==> src/cc_pkg.sv <==
`timescale 1ns / 1ps
package cc_pkg;

	localparam int NUM_KINDS      = 7;
	localparam int KIND_W         = 3;
	localparam int DEN_W          = 14;
	localparam int RECIP_W        = 17;
	localparam int RECIP_SHIFT    = 20;
	localparam int CREDIT_W       = 20;
	localparam int AMOUNT_W       = 17;
	localparam int PRICE_W        = 17;
	localparam int QUO_W          = 17;
	localparam int OUT_W          = 16;
	localparam int STOCK_BITS_DEF = 16;

	localparam logic [CREDIT_W-1:0] CREDIT_LIMIT = 20'd999990;

	localparam logic [KIND_W-1:0] KIND_FIRST = 3'd0;
	localparam logic [KIND_W-1:0] KIND_LAST  = 3'd6;
	localparam logic [KIND_W-1:0] KIND_NONE  = 3'd7;

	localparam logic [1:0] ITEM_FIRST  = 2'd0;
	localparam logic [1:0] ITEM_SECOND = 2'd1;
	localparam logic [1:0] ITEM_THIRD  = 2'd2;
	localparam logic [1:0] ITEM_NONE   = 2'd3;

	localparam logic [1:0] CFG_PRICE_FIRST  = 2'd0;
	localparam logic [1:0] CFG_PRICE_SECOND = 2'd1;
	localparam logic [1:0] CFG_PRICE_THIRD  = 2'd2;

	localparam logic [PRICE_W-1:0] PRICE_FIRST_RST  = 17'd1050;
	localparam logic [PRICE_W-1:0] PRICE_SECOND_RST = 17'd1240;
	localparam logic [PRICE_W-1:0] PRICE_THIRD_RST  = 17'd800;

	// denominations, largest first
	localparam logic [DEN_W-1:0] DEN [NUM_KINDS] = '{
		14'd10000, 14'd5000, 14'd1000, 14'd500, 14'd100, 14'd50, 14'd10
	};

	// floor(2^RECIP_SHIFT / DEN[k])
	localparam logic [RECIP_W-1:0] RECIP [NUM_KINDS] = '{
		17'd104, 17'd209, 17'd1048, 17'd2097, 17'd10485, 17'd20971, 17'd104857
	};

	typedef enum logic [1:0] {
		CMD_INSERT,
		CMD_SELECT,
		CMD_RETURN,
		CMD_REFILL
	} cmd_t;

	typedef enum logic [2:0] {
		ST_OK,
		ST_SMALL_AMOUNT,
		ST_CREDIT_LIMIT,
		ST_NO_ITEM,
		ST_SHORT_CREDIT,
		ST_CHANGE_SHORT
	} status_t;

	typedef enum logic [3:0] {
		S_IDLE,
		S_RND_GO,
		S_RND_WAIT,
		S_INS_CHK,
		S_SEL,
		S_PAY_INIT,
		S_DIV_GO,
		S_DIV_WAIT,
		S_APPLY,
		S_PAY_SUB,
		S_PAY_END,
		S_CM_RD,
		S_CM_WR,
		S_REF_RD,
		S_REF_WR,
		S_DONE
	} state_t;

	typedef struct packed {
		logic             done;
		logic [QUO_W-1:0] quo;
		logic [DEN_W-1:0] rem;
	} div_res_t;

endpackage

==> src/coin_changer_with_inventory.sv <==
`timescale 1ns / 1ps
// Coin changer: one command word at a time, taken when start is high and busy is low.
// Each command yields one result word, shown for exactly one cycle with done high;
// the receiver cannot stall it. Busy time per command is set by one shared
// constant divider and the stock memory walk over seven denominations: refill
// skips the memory when the kind matches none, insert skips the walk when
// rejected, return skips the stock commit when change is short, and select adds
// a price check before return. Price writes on the wr_ port are taken at any edge.
module coin_changer_with_inventory import cc_pkg::*; #(
	parameter int STOCK_BITS = STOCK_BITS_DEF
) (
	input  logic                clk,
	input  logic                arst_n,
	input  logic                start,
	output logic                busy,
	input  logic [1:0]          command,
	input  logic [AMOUNT_W-1:0] amount,
	input  logic [1:0]          item,
	input  logic [KIND_W-1:0]   coin_kind,
	input  logic                wr_en,
	input  logic [1:0]          wr_index,
	input  logic [PRICE_W-1:0]  wr_data,
	output logic                done,
	output logic [2:0]          status,
	output logic                change_failed,
	output logic [CREDIT_W-1:0] credit,
	output logic [OUT_W-1:0]    out_10000,
	output logic [OUT_W-1:0]    out_5000,
	output logic [OUT_W-1:0]    out_1000,
	output logic [OUT_W-1:0]    out_500,
	output logic [OUT_W-1:0]    out_100,
	output logic [OUT_W-1:0]    out_50,
	output logic [OUT_W-1:0]    out_10
);

	localparam int SUM_W = ((STOCK_BITS > QUO_W) ? STOCK_BITS : QUO_W) + 1;
	localparam logic [STOCK_BITS-1:0] STOCK_MAX = {STOCK_BITS{1'b1}};

	state_t              state_q;
	state_t              state_d;
	cmd_t                op_q;
	status_t             status_q;
	logic                failed_q;
	logic                paid_q;
	logic [KIND_W-1:0]   k_q;
	logic [CREDIT_W-1:0] credit_q;
	logic [PRICE_W-1:0]  price_first_q;
	logic [PRICE_W-1:0]  price_second_q;
	logic [PRICE_W-1:0]  price_third_q;
	logic [AMOUNT_W-1:0] amount_q;
	logic [1:0]          item_q;
	logic [CREDIT_W-1:0] rem_q;
	logic [QUO_W-1:0]    q_q;
	logic [DEN_W-1:0]    r_q;
	logic [QUO_W-1:0]    take_q [NUM_KINDS];
	logic [CREDIT_W-1:0] tprod_q;

	logic                  div_go;
	div_res_t              div_res;
	logic                  mem_we;
	logic [STOCK_BITS-1:0] mem_wdata;
	logic [STOCK_BITS-1:0] stock_rd;
	logic [QUO_W-1:0]      addend;
	logic [SUM_W-1:0]      sum;
	logic [STOCK_BITS-1:0] sat;
	logic [QUO_W-1:0]      take;
	logic [STOCK_BITS-1:0] left;
	logic [CREDIT_W:0]     credit_sum;
	logic [PRICE_W-1:0]    price;

	cc_div u_div (
		.clk      (clk),
		.arst_n   (arst_n),
		.go       (div_go),
		.dividend (rem_q),
		.idx      (k_q),
		.res      (div_res)
	);

	cc_stock_mem #(
		.WIDTH (STOCK_BITS)
	) u_mem (
		.clk    (clk),
		.arst_n (arst_n),
		.we     (mem_we),
		.waddr  (k_q),
		.wdata  (mem_wdata),
		.raddr  (k_q),
		.rdata  (stock_rd)
	);

	assign addend     = (op_q == CMD_REFILL) ? amount_q : q_q;
	assign sum        = SUM_W'(stock_rd) + SUM_W'(addend);
	assign sat        = (sum > SUM_W'(STOCK_MAX)) ? STOCK_MAX : STOCK_BITS'(sum);
	assign take       = (SUM_W'(stock_rd) < SUM_W'(q_q)) ? QUO_W'(stock_rd) : q_q;
	assign left       = stock_rd - STOCK_BITS'(take_q[k_q]);
	assign credit_sum = {1'b0, credit_q} + (CREDIT_W + 1)'(rem_q);

	always_comb begin
		unique case (item_q)
			ITEM_FIRST:  price = price_first_q;
			ITEM_SECOND: price = price_second_q;
			ITEM_THIRD:  price = price_third_q;
			default:     price = price_third_q;
		endcase
	end

	always_comb begin
		state_d = state_q;
		unique case (state_q)
			S_IDLE: begin
				if (start) begin
					unique case (command)
						CMD_INSERT: state_d = S_RND_GO;
						CMD_SELECT: state_d = S_SEL;
						CMD_RETURN: state_d = S_PAY_INIT;
						default:    state_d = (coin_kind == KIND_NONE) ? S_DONE : S_REF_RD;
					endcase
				end
			end
			S_RND_GO:   state_d = S_RND_WAIT;
			S_RND_WAIT: if (div_res.done) state_d = S_INS_CHK;
			S_INS_CHK: begin
				if (rem_q == '0 || credit_sum > (CREDIT_W + 1)'(CREDIT_LIMIT)) begin
					state_d = S_DONE;
				end else begin
					state_d = S_DIV_GO;
				end
			end
			S_SEL:      state_d = S_PAY_INIT;
			S_PAY_INIT: state_d = S_DIV_GO;
			S_DIV_GO:   state_d = S_DIV_WAIT;
			S_DIV_WAIT: if (div_res.done) state_d = S_APPLY;
			S_APPLY: begin
				if (op_q == CMD_INSERT) begin
					state_d = (k_q == KIND_LAST) ? S_DONE : S_DIV_GO;
				end else begin
					state_d = S_PAY_SUB;
				end
			end
			S_PAY_SUB:  state_d = (k_q == KIND_LAST) ? S_PAY_END : S_DIV_GO;
			S_PAY_END:  state_d = (rem_q == '0) ? S_CM_RD : S_DONE;
			S_CM_RD:    state_d = S_CM_WR;
			S_CM_WR:    state_d = (k_q == KIND_LAST) ? S_DONE : S_CM_RD;
			S_REF_RD:   state_d = S_REF_WR;
			S_REF_WR:   state_d = S_DONE;
			S_DONE:     state_d = S_IDLE;
			default:    state_d = S_IDLE;
		endcase
	end

	always_comb begin
		busy      = (state_q != S_IDLE);
		done      = 1'b0;
		div_go    = 1'b0;
		mem_we    = 1'b0;
		mem_wdata = sat;
		unique case (state_q)
			S_RND_GO: div_go = 1'b1;
			S_DIV_GO: div_go = 1'b1;
			S_APPLY:  mem_we = (op_q == CMD_INSERT);
			S_REF_WR: mem_we = 1'b1;
			S_CM_WR: begin
				mem_we    = 1'b1;
				mem_wdata = left;
			end
			S_DONE:   done = 1'b1;
			default: ;
		endcase
	end

	always_ff @(posedge clk or negedge arst_n) begin
		if (!arst_n) begin
			state_q        <= S_IDLE;
			status_q       <= ST_OK;
			failed_q       <= 1'b0;
			paid_q         <= 1'b0;
			k_q            <= KIND_FIRST;
			credit_q       <= '0;
			price_first_q  <= PRICE_FIRST_RST;
			price_second_q <= PRICE_SECOND_RST;
			price_third_q  <= PRICE_THIRD_RST;
		end else begin
			state_q <= state_d;
			if (wr_en) begin
				unique case (wr_index)
					CFG_PRICE_FIRST:  price_first_q  <= wr_data;
					CFG_PRICE_SECOND: price_second_q <= wr_data;
					CFG_PRICE_THIRD:  price_third_q  <= wr_data;
					default: ;
				endcase
			end
			unique case (state_q)
				S_IDLE: begin
					if (start) begin
						status_q <= ST_OK;
						failed_q <= 1'b0;
						paid_q   <= 1'b0;
						k_q      <= (command == CMD_INSERT) ? KIND_LAST : coin_kind;
					end
				end
				S_INS_CHK: begin
					if (rem_q == '0) begin
						status_q <= ST_SMALL_AMOUNT;
					end else if (credit_sum > (CREDIT_W + 1)'(CREDIT_LIMIT)) begin
						status_q <= ST_CREDIT_LIMIT;
					end else begin
						credit_q <= credit_q + rem_q;
						k_q      <= KIND_FIRST;
					end
				end
				S_SEL: begin
					if (item_q == ITEM_NONE) begin
						status_q <= ST_NO_ITEM;
					end else if (credit_q >= CREDIT_W'(price)) begin
						credit_q <= credit_q - CREDIT_W'(price);
					end else begin
						status_q <= ST_SHORT_CREDIT;
					end
				end
				S_PAY_INIT: k_q <= KIND_FIRST;
				S_APPLY: begin
					if (op_q == CMD_INSERT && k_q != KIND_LAST) begin
						k_q <= k_q + 1'b1;
					end
				end
				S_PAY_SUB: if (k_q != KIND_LAST) k_q <= k_q + 1'b1;
				S_PAY_END: begin
					if (rem_q == '0) begin
						credit_q <= '0;
						paid_q   <= 1'b1;
						k_q      <= KIND_FIRST;
					end else begin
						failed_q <= 1'b1;
						if (status_q == ST_OK) begin
							status_q <= ST_CHANGE_SHORT;
						end
					end
				end
				S_CM_WR: if (k_q != KIND_LAST) k_q <= k_q + 1'b1;
				default: ;
			endcase
		end
	end

	always_ff @(posedge clk) begin
		unique case (state_q)
			S_IDLE: begin
				if (start) begin
					op_q     <= cmd_t'(command);
					amount_q <= amount;
					item_q   <= item;
					rem_q    <= CREDIT_W'(amount);
				end
			end
			S_RND_WAIT: if (div_res.done) rem_q <= rem_q - CREDIT_W'(div_res.rem);
			S_PAY_INIT: rem_q <= credit_q;
			S_DIV_WAIT: begin
				if (div_res.done) begin
					q_q <= div_res.quo;
					r_q <= div_res.rem;
				end
			end
			S_APPLY: begin
				if (op_q == CMD_INSERT) begin
					rem_q <= CREDIT_W'(r_q);
				end else begin
					take_q[k_q] <= take;
					tprod_q     <= CREDIT_W'(take) * CREDIT_W'(DEN[k_q]);
				end
			end
			S_PAY_SUB: rem_q <= rem_q - tprod_q;
			default: ;
		endcase
	end

	assign status        = status_q;
	assign change_failed = failed_q;
	assign credit        = credit_q;
	assign out_10000     = paid_q ? take_q[0][OUT_W-1:0] : '0;
	assign out_5000      = paid_q ? take_q[1][OUT_W-1:0] : '0;
	assign out_1000      = paid_q ? take_q[2][OUT_W-1:0] : '0;
	assign out_500       = paid_q ? take_q[3][OUT_W-1:0] : '0;
	assign out_100       = paid_q ? take_q[4][OUT_W-1:0] : '0;
	assign out_50        = paid_q ? take_q[5][OUT_W-1:0] : '0;
	assign out_10        = paid_q ? take_q[6][OUT_W-1:0] : '0;

	a_done_after_busy: assert property (@(posedge clk) disable iff (!arst_n)
		done |-> $past(start || busy))
		else $error("result word without a command in progress");

	a_fail_status: assert property (@(posedge clk) disable iff (!arst_n)
		(done && change_failed) |-> (status_q == ST_CHANGE_SHORT ||
			status_q == ST_NO_ITEM || status_q == ST_SHORT_CREDIT))
		else $error("failed payout with inconsistent status");

	a_commit_no_underflow: assert property (@(posedge clk) disable iff (!arst_n)
		(state_q == S_CM_WR) |-> (SUM_W'(stock_rd) >= SUM_W'(take_q[k_q])))
		else $error("payout commit takes more coins than stocked");

	a_div_expected: assert property (@(posedge clk) disable iff (!arst_n)
		div_res.done |-> (state_q == S_DIV_WAIT || state_q == S_RND_WAIT))
		else $error("divider result outside a wait state");

endmodule

==> src/cc_stock_mem.sv <==
`timescale 1ns / 1ps
module cc_stock_mem import cc_pkg::*; #(
	parameter int WIDTH = STOCK_BITS_DEF
) (
	input  logic              clk,
	input  logic              arst_n,
	input  logic              we,
	input  logic [KIND_W-1:0] waddr,
	input  logic [WIDTH-1:0]  wdata,
	input  logic [KIND_W-1:0] raddr,
	output logic [WIDTH-1:0]  rdata
);

	logic [WIDTH-1:0]     mem_q [NUM_KINDS];
	logic [NUM_KINDS-1:0] valid_q;

	always_ff @(posedge clk) begin
		if (we) begin
			mem_q[waddr] <= wdata;
		end
	end

	always_ff @(posedge clk or negedge arst_n) begin
		if (!arst_n) begin
			valid_q <= '0;
		end else if (we) begin
			valid_q[waddr] <= 1'b1;
		end
	end

	// unwritten entries read as zero
	always_ff @(posedge clk) begin
		rdata <= valid_q[raddr] ? mem_q[raddr] : '0;
	end

endmodule

==> src/cc_div.sv <==
`timescale 1ns / 1ps
module cc_div import cc_pkg::*; (
	input  logic                clk,
	input  logic                arst_n,
	input  logic                go,
	input  logic [CREDIT_W-1:0] dividend,
	input  logic [KIND_W-1:0]   idx,
	output div_res_t            res
);

	localparam int PROD_W = CREDIT_W + RECIP_W;

	logic                v_s1;
	logic                v_s2;
	logic                done_s3;
	logic [PROD_W-1:0]   prod_s1;
	logic [CREDIT_W-1:0] dvd_s1;
	logic [CREDIT_W-1:0] dvd_s2;
	logic [KIND_W-1:0]   idx_s1;
	logic [KIND_W-1:0]   idx_s2;
	logic [QUO_W-1:0]    q0_s2;
	logic [CREDIT_W-1:0] qd_s2;
	logic [QUO_W-1:0]    quo_s3;
	logic [DEN_W-1:0]    rem_s3;
	logic [QUO_W-1:0]    q0;
	logic [CREDIT_W-1:0] r0;
	logic [CREDIT_W-1:0] den2;

	assign q0   = prod_s1[RECIP_SHIFT +: QUO_W];
	assign r0   = dvd_s2 - qd_s2;
	assign den2 = CREDIT_W'(DEN[idx_s2]);

	always_ff @(posedge clk or negedge arst_n) begin
		if (!arst_n) begin
			v_s1    <= 1'b0;
			v_s2    <= 1'b0;
			done_s3 <= 1'b0;
		end else begin
			v_s1    <= go;
			v_s2    <= v_s1;
			done_s3 <= v_s2;
		end
	end

	always_ff @(posedge clk) begin
		prod_s1 <= PROD_W'(dividend) * PROD_W'(RECIP[idx]);
		dvd_s1  <= dividend;
		idx_s1  <= idx;
		q0_s2   <= q0;
		qd_s2   <= CREDIT_W'(q0) * CREDIT_W'(DEN[idx_s1]);
		dvd_s2  <= dvd_s1;
		idx_s2  <= idx_s1;
		// estimate is low by at most one
		if (r0 >= den2) begin
			quo_s3 <= q0_s2 + 1'b1;
			rem_s3 <= DEN_W'(r0 - den2);
		end else begin
			quo_s3 <= q0_s2;
			rem_s3 <= DEN_W'(r0);
		end
	end

	assign res = '{done: done_s3, quo: quo_s3, rem: rem_s3};

endmodule

==> config.mk <==
export PLATFORM = sky130hd
export DESIGN_NAME = coin_changer_with_inventory
export DESIGN_NICKNAME = d
export VERILOG_FILES = /design/src/cc_pkg.sv /design/src/coin_changer_with_inventory.sv /design/src/cc_stock_mem.sv /design/src/cc_div.sv
export SDC_FILE = /design/constraint.sdc
export NUM_CORES = 2
export LEC_CHECK = 0
export BUFFER_PORTS_ARGS = -buffer_cell sky130_fd_sc_hd__buf_2
export CAP_MARGIN = 0
export CORE_MARGIN = 2
export CORE_UTILIZATION = 40
export CTS_BUF_LIST = sky130_fd_sc_hd__clkbuf_4 sky130_fd_sc_hd__clkbuf_8 sky130_fd_sc_hd__clkbuf_16
export DETAILED_ROUTE_END_ITERATION = 8
export PLACE_DENSITY = 0.54
export SLEW_MARGIN = 30
export SYNTH_ARGS = -nofsm -noshare
export SYNTH_HDL_FRONTEND = slang
export SYNTH_SLANG_ARGS = --single-unit
==> constraint.sdc <==
create_clock -name clk -period 13.4 [get_ports clk]
set_clock_uncertainty 0.05 [all_clocks]
set_input_delay 2.68 -clock clk [delete_from_list [all_inputs] [get_ports clk]]
set_output_delay 2.68 -clock clk [all_outputs]
set_load 0.02 [all_outputs]
Word level (Yosys, flattened, before mapping):

Memories as Yosys holds them, arrays and structs flattened. A register that Yosys moved wholly into a read port is not among the register bits.
Index checks and enable logic that the tools add are counted.

* bitwise logic cells: 5
* multiply operators: 3
* magnitude comparators: 10
* mux-type cells: 77
* reduce and logical (&&, ||, !) cells: 33
* $add $sub $neg: 11
* equal/unequal tests: 40

Operators with widths (number)
* 2-to-1 mux 20 bit: 8
* 2-to-1 mux 16 bit: 9
* one-hot mux 20 bit (5 select lines): 1
* 2-to-1 mux 14 bit: 7
* 2-to-1 mux 17 bit: 5
* one-hot mux 4 bit (16 select lines): 1
* one-hot mux 20 bit (3 select lines): 1
* 2-to-1 mux 3 bit: 16
* multiplier 17 x 14 -> 20 bit: 2
* subtractor 20 bit: 2
* multiplier 20 x 17 -> 37 bit: 1
* one-hot mux 17 bit (2 select lines): 1
* equality test 4 bit, second input constant: 8
* 2-to-1 mux 4 bit: 7
* adder 20 x 20 -> 21 bit: 1
* greater-than comparator 21 x 20 -> 1 bit, second input constant: 1
* adder 20 bit: 1
* >= comparator 20 x 14 -> 1 bit: 1
* >= comparator 20 x 17 -> 1 bit: 1
* zero test 20 bit: 1
* inequality test 2 bit, second input constant: 10
* subtractor 20 x 14 -> 20 bit: 1
* subtractor 20 x 17 -> 20 bit: 1
* adder 16 x 17 -> 18 bit: 1
* other kinds (45): 91

* memories: 6
* bits in registers: 336
* RAM bits: 231
* ROM bits: 472
* word-level logic and storage cells: 214
* bits of input ports: 47

Memories
* (name not given): words 8, width 17, read ports 1, clocked after Yosys merged registers in 0, write ports 0, RTL line cc_div.sv:46 `prod_s1 <= PROD_W'(dividend) * PROD_W'(RECIP[idx]);`
* take_q: words 7, width 17, read ports 8, clocked after Yosys merged registers in 0, write ports 1, RTL line coin_changer_with_inventory.sv:55 `logic [QUO_W-1:0] take_q [NUM_KINDS];`
* (name not given): words 8, width 14, read ports 1, clocked after Yosys merged registers in 0, write ports 0, RTL line cc_div.sv:50 `qd_s2 <= CREDIT_W'(q0) * CREDIT_W'(DEN[idx_s1]);`
* (name not given): words 8, width 14, read ports 1, clocked after Yosys merged registers in 0, write ports 0, RTL line cc_div.sv:31 `assign den2 = CREDIT_W'(DEN[idx_s2]);`
* (name not given): words 8, width 14, read ports 1, clocked after Yosys merged registers in 0, write ports 0, RTL line coin_changer_with_inventory.sv:269 `tprod_q <= CREDIT_W'(take) * CREDIT_W'(DEN[k_q]);`
* u_mem.mem_q: words 7, width 16, read ports 1, clocked after Yosys merged registers in 1, write ports 1, RTL line cc_stock_mem.sv:14 `logic [WIDTH-1:0] mem_q [NUM_KINDS];`

Logic depth before layout (Yosys ltp):

* depth after elaboration: 6
* gate-level depth with buffers: 34
* gate-level depth less buffers: 32

Modules after synthesis:

From an unflattened synthesis, not the netlist that was laid out.

* cell total of the unflattened synthesis: 4559
* area, all modules: 47943.5 sq um

By module, submodules not included
* coin_changer_with_inventory: area an instance 23084.6 sq um, instances 1, sequential area each 8668.3 sq um, cells each 2153
* cc_div: area an instance 19663.9 sq um, instances 1, sequential area each 2677.6 sq um, cells each 2113
* cc_stock_mem: area an instance 5195.0 sq um, instances 1, sequential area each 3858.7 sq um, cells each 293

Worst setup path before layout:

No wires, ideal clock.

* path type: register to register
* from: register k_q[1]
* to: register u_div.prod_s1[36]
* stages on the path, launching flop included: 34
* library setup time: 0.072 ns
* slack: 5.172 ns
* buffers on the path: 5
* data required time: 13.278 ns
* arrival time: 8.106 ns
* period minus slack after synthesis: 8.228 ns
* path through: dfrtp_1 -> clkbuf_1 -> buf_1 -> inv_2 -> buf_1 -> ha_1 -> nand2b_1 -> clkbuf_1 -> nand2_1 -> clkbuf_1 -> nand2_1 -> fa_1 -> inv_1 -> fa_1 -> inv_1 -> fa_1 -> inv_1 -> fa_1 -> inv_1 -> fa_1 -> inv_1 -> fa_1 -> ha_1 -> and4_1 -> nand3_1 -> a211oi_1 -> nor2_1 -> a21oi_1 -> a211o_1 -> a41oi_1 -> o21ai_0 -> nor4_1 -> nor3_1 -> xnor2_1

* longest elaborated chain between the ends: 5

Ends and longest elaborated chain
* start: declaration: RTL line coin_changer_with_inventory.sv:45 `logic [KIND_W-1:0] k_q;`
* start signal: assignment: RTL line coin_changer_with_inventory.sv:199 `k_q <= (command == CMD_INSERT) ? KIND_LAST : coin_kind;`
* start signal: assignment: RTL line coin_changer_with_inventory.sv:224 `k_q <= k_q + 1'b1;`
* start signal: assignment: RTL line coin_changer_with_inventory.sv:227 `S_PAY_SUB: if (k_q != KIND_LAST) k_q <= k_q + 1'b1;`
* inverter 3 -> 4 bit (not written as such): RTL line cc_div.sv:46
* memory (8 x 17 bit)
* 2-to-1 mux 17 bit (not written as such) (2 in series): RTL line cc_div.sv:46
* multiplier 20 x 17 -> 37 bit: RTL line cc_div.sv:46
* end signal: assignment: RTL line cc_div.sv:46
* end: declaration: RTL line cc_div.sv:16 `logic [PROD_W-1:0] prod_s1;`

Every way passes these cells. The select of a mux whose other input is x is not followed.
A chain may end at the register's enable or synchronous reset.

Worst setup path in the final report:

* from: register k_q[0]
* to: register u_div.prod_s1[36]

The elaborated chain is that of the path after synthesis.

==> metrics.txt <==
Worst-path clk slew 0.07 ns; Post-synth EDFFs 331; Ports 185; setup TNS 0 ns; CTS Buf Count 66; CTS tree built; sequential-to-total area share from yosys stat 0.327; HPWL after detailed placement 102000 µm; worst-path fanout max 45; Final Core Density 0.445; critical path type register to register; initial detailed-routing violation count 2425; Post-Synthesis Cells 4390; area of the multi-input gates 28400 µm²; setup repair bufs after CTS 0; Die Area 119000 µm²; Starting Density 0.402; FF+latch count, synth 570; TritonCTS Sinks 570; Syn Nets 5300; final period utilization 0.737; vias in the first global route 32454; min-delay worst type register to register; filler cell count 11084; crit end category register; Synth area leader edfxtp_1; routed wire length 132000 µm; Synth cell types 83; ranking of synthesized cells by area edfxtp_1, fa_1, ha_1; clk_lat worst skew 0.65 ns; most frequent cell after synthesis inv_1; fin cells 6127; Final setup viols 0; critical path startpoint category register; ratio of cells with drive above 1 in the final layout 0.124; largest net degree at the start of global routing 113; Antenna Nets Post-Route 0; PostCTS Resize Cnt 0; Storage cell area 15200 µm²; ys async rst share 0.163; hold_buf cts 0; number of port buffers 184; status completed; DR vias/cell 5.24; GRT Residual Overflow 0; max incr delay on CP 0.99 ns; Mapped Area 46500 µm²; # DRC 0; Mean Syn Cell Area 10.6 µm²; die width 345 µm; GRT Total Usage 0.226; RSZ-0062 raised after global routing false; dominant synthesized flop cell edfxtp_1; initial antenna violation count 6; core area 116000 µm²; number of core rows 125; required time of the critical path 13.92 ns; Area growth, synth to finish 10.9%; worst path arrival time 10.39 ns; Final Hold Viols 0; Clock Tree Root clkbuf_16; Synth top cells by count inv_1, fa_1, nand2_1; placed insts 6003; H-tree levels 3; via count 32134; dpl ws 3.64 ns; Synth top area share 0.214; GPL Wtd Cong 0.882; Syn. warnings 0; max-cap violations 0; die height 345 µm; Nets 5458; Worst-Margin Slew 1.01 ns; Rel. slew slack 0.308; Crit-path slowest cell dfrtp_4; first-pass GRT wire length 202000 µm; DRT Pass-1 Iters 6; Setup WS post-layout 3.53 ns; Max clock buf depth 3; max-slew violations 0; maximum clock frequency 0.101 GHz; crit path time final 9.87 ns; DR WL/cell 21.6 µm
[registers in the layout, indices dropped and copies added, names as in the netlist, 19 cells and up]
signal	cells
credit	20
u_div.dvd_s1	20
u_mem.mem_q	112
rem_q	20
tprod_q	19
u_div.qd_s2	19
take_q	128
u_div.dvd_s2	20
[logic make-up (layout without fill, tap and decap cells)]
family	count (synthesis)	in the layout	share of synthesized area
AOI/OAI and AO/OA	521	521	0.0725
xor gates and xnor gates	190	190	0.0364
adders and majority gates	863	863	0.307
buffers and inverters	790	1001	0.0642
DFF	570	570	0.327
muxes	235	235	0.0663
other	2	4	0.000161
and+or+nand+nor	1219	1219	0.127
[routing by layer]
metal,up-vias,global-route usage,part of all wire
met5,-,0,0
met4,0,0.0649,0.028
met3,185,0.0358,0.061
met2,944,0.349,0.45
met1,16088,0.327,0.46
li1,14917,-,-
[path summary, 6_finish.rpt]
path	from	end	slack, ns	cells after the start
setup / recovery	k_q[0]	u_div.prod_s1[36]	3.53	28
hold / removal	u_div.dvd_s1[5]	u_div.dvd_s2[5]	0.27	0
setup reg to reg	k_q[0]	u_div.prod_s1[36]	3.53	28
hold reg to reg	u_div.dvd_s1[5]	u_div.dvd_s2[5]	0.27	0
max in group asynchronous	arst_n	paid_q	10.06	2
min in group asynchronous	arst_n	price_third_q[2]	1.98	1
[per-stage QoR]
stage                     instance area [µm²]  hold slack, ns
after global placement                  49200           0.260
after global routing                    51600           0.271
after CTS                               51500           0.272
after detailed placement                49300           0.263
final                                   51600           0.270
after floorplan                         46500           0.260
[worst max-delay path: cells and delay by family (launching register included)]
family	cells	cell delay [ns]
adders and majority gates	8	3.83
and+or+nand+nor	8	2.06
AOI/OAI and AO/OA	5	1.97
DFF	1	0.99
buffers and inverters	6	0.70
xor gates and xnor gates	1	0.14
[layout make-up]
class / count / area share
flip-flops and latches: 570 / 0.295
repair buffers: 246 / 0.0276
well taps: 1524 / 0.0370
diodes: 2 / 0.0000971
multi-input cells: 3030 / 0.551
clock inverters: 27 / 0.00517
clock buffers: 94 / 0.0376
inverters: 634 / 0.0462
[cell usage in the layout, fill, tap and decap left out, types with 10 or more instances in the layout]
cell,instances
a211oi_1,16
a21o_1,40
a21oi_1,154
a222oi_1,11
a31oi_1,25
and2_1,240
and3_1,45
buf_2,183
buf_4,58
clkbuf_16,68
clkbuf_4,19
dfrtp_1,77
dfstp_2,12
dfxtp_1,146
edfxtp_1,331
fa_1,462
ha_1,401
inv_1,631
mux2_2,84
mux2i_1,97
mux4_2,49
nand2_1,426
nand2b_1,26
nand3_1,39
nand4_1,17
nor2_1,227
nor2b_1,69
nor3_1,49
nor4_1,10
o21a_1,32
o21ai_0,107
o21bai_1,16
or2_2,18
or3_1,17
xnor2_1,131
xor2_1,57
Power is not shown: default switching activity piles up to over one toggle a cycle in this logic, so the estimate is an artifact.
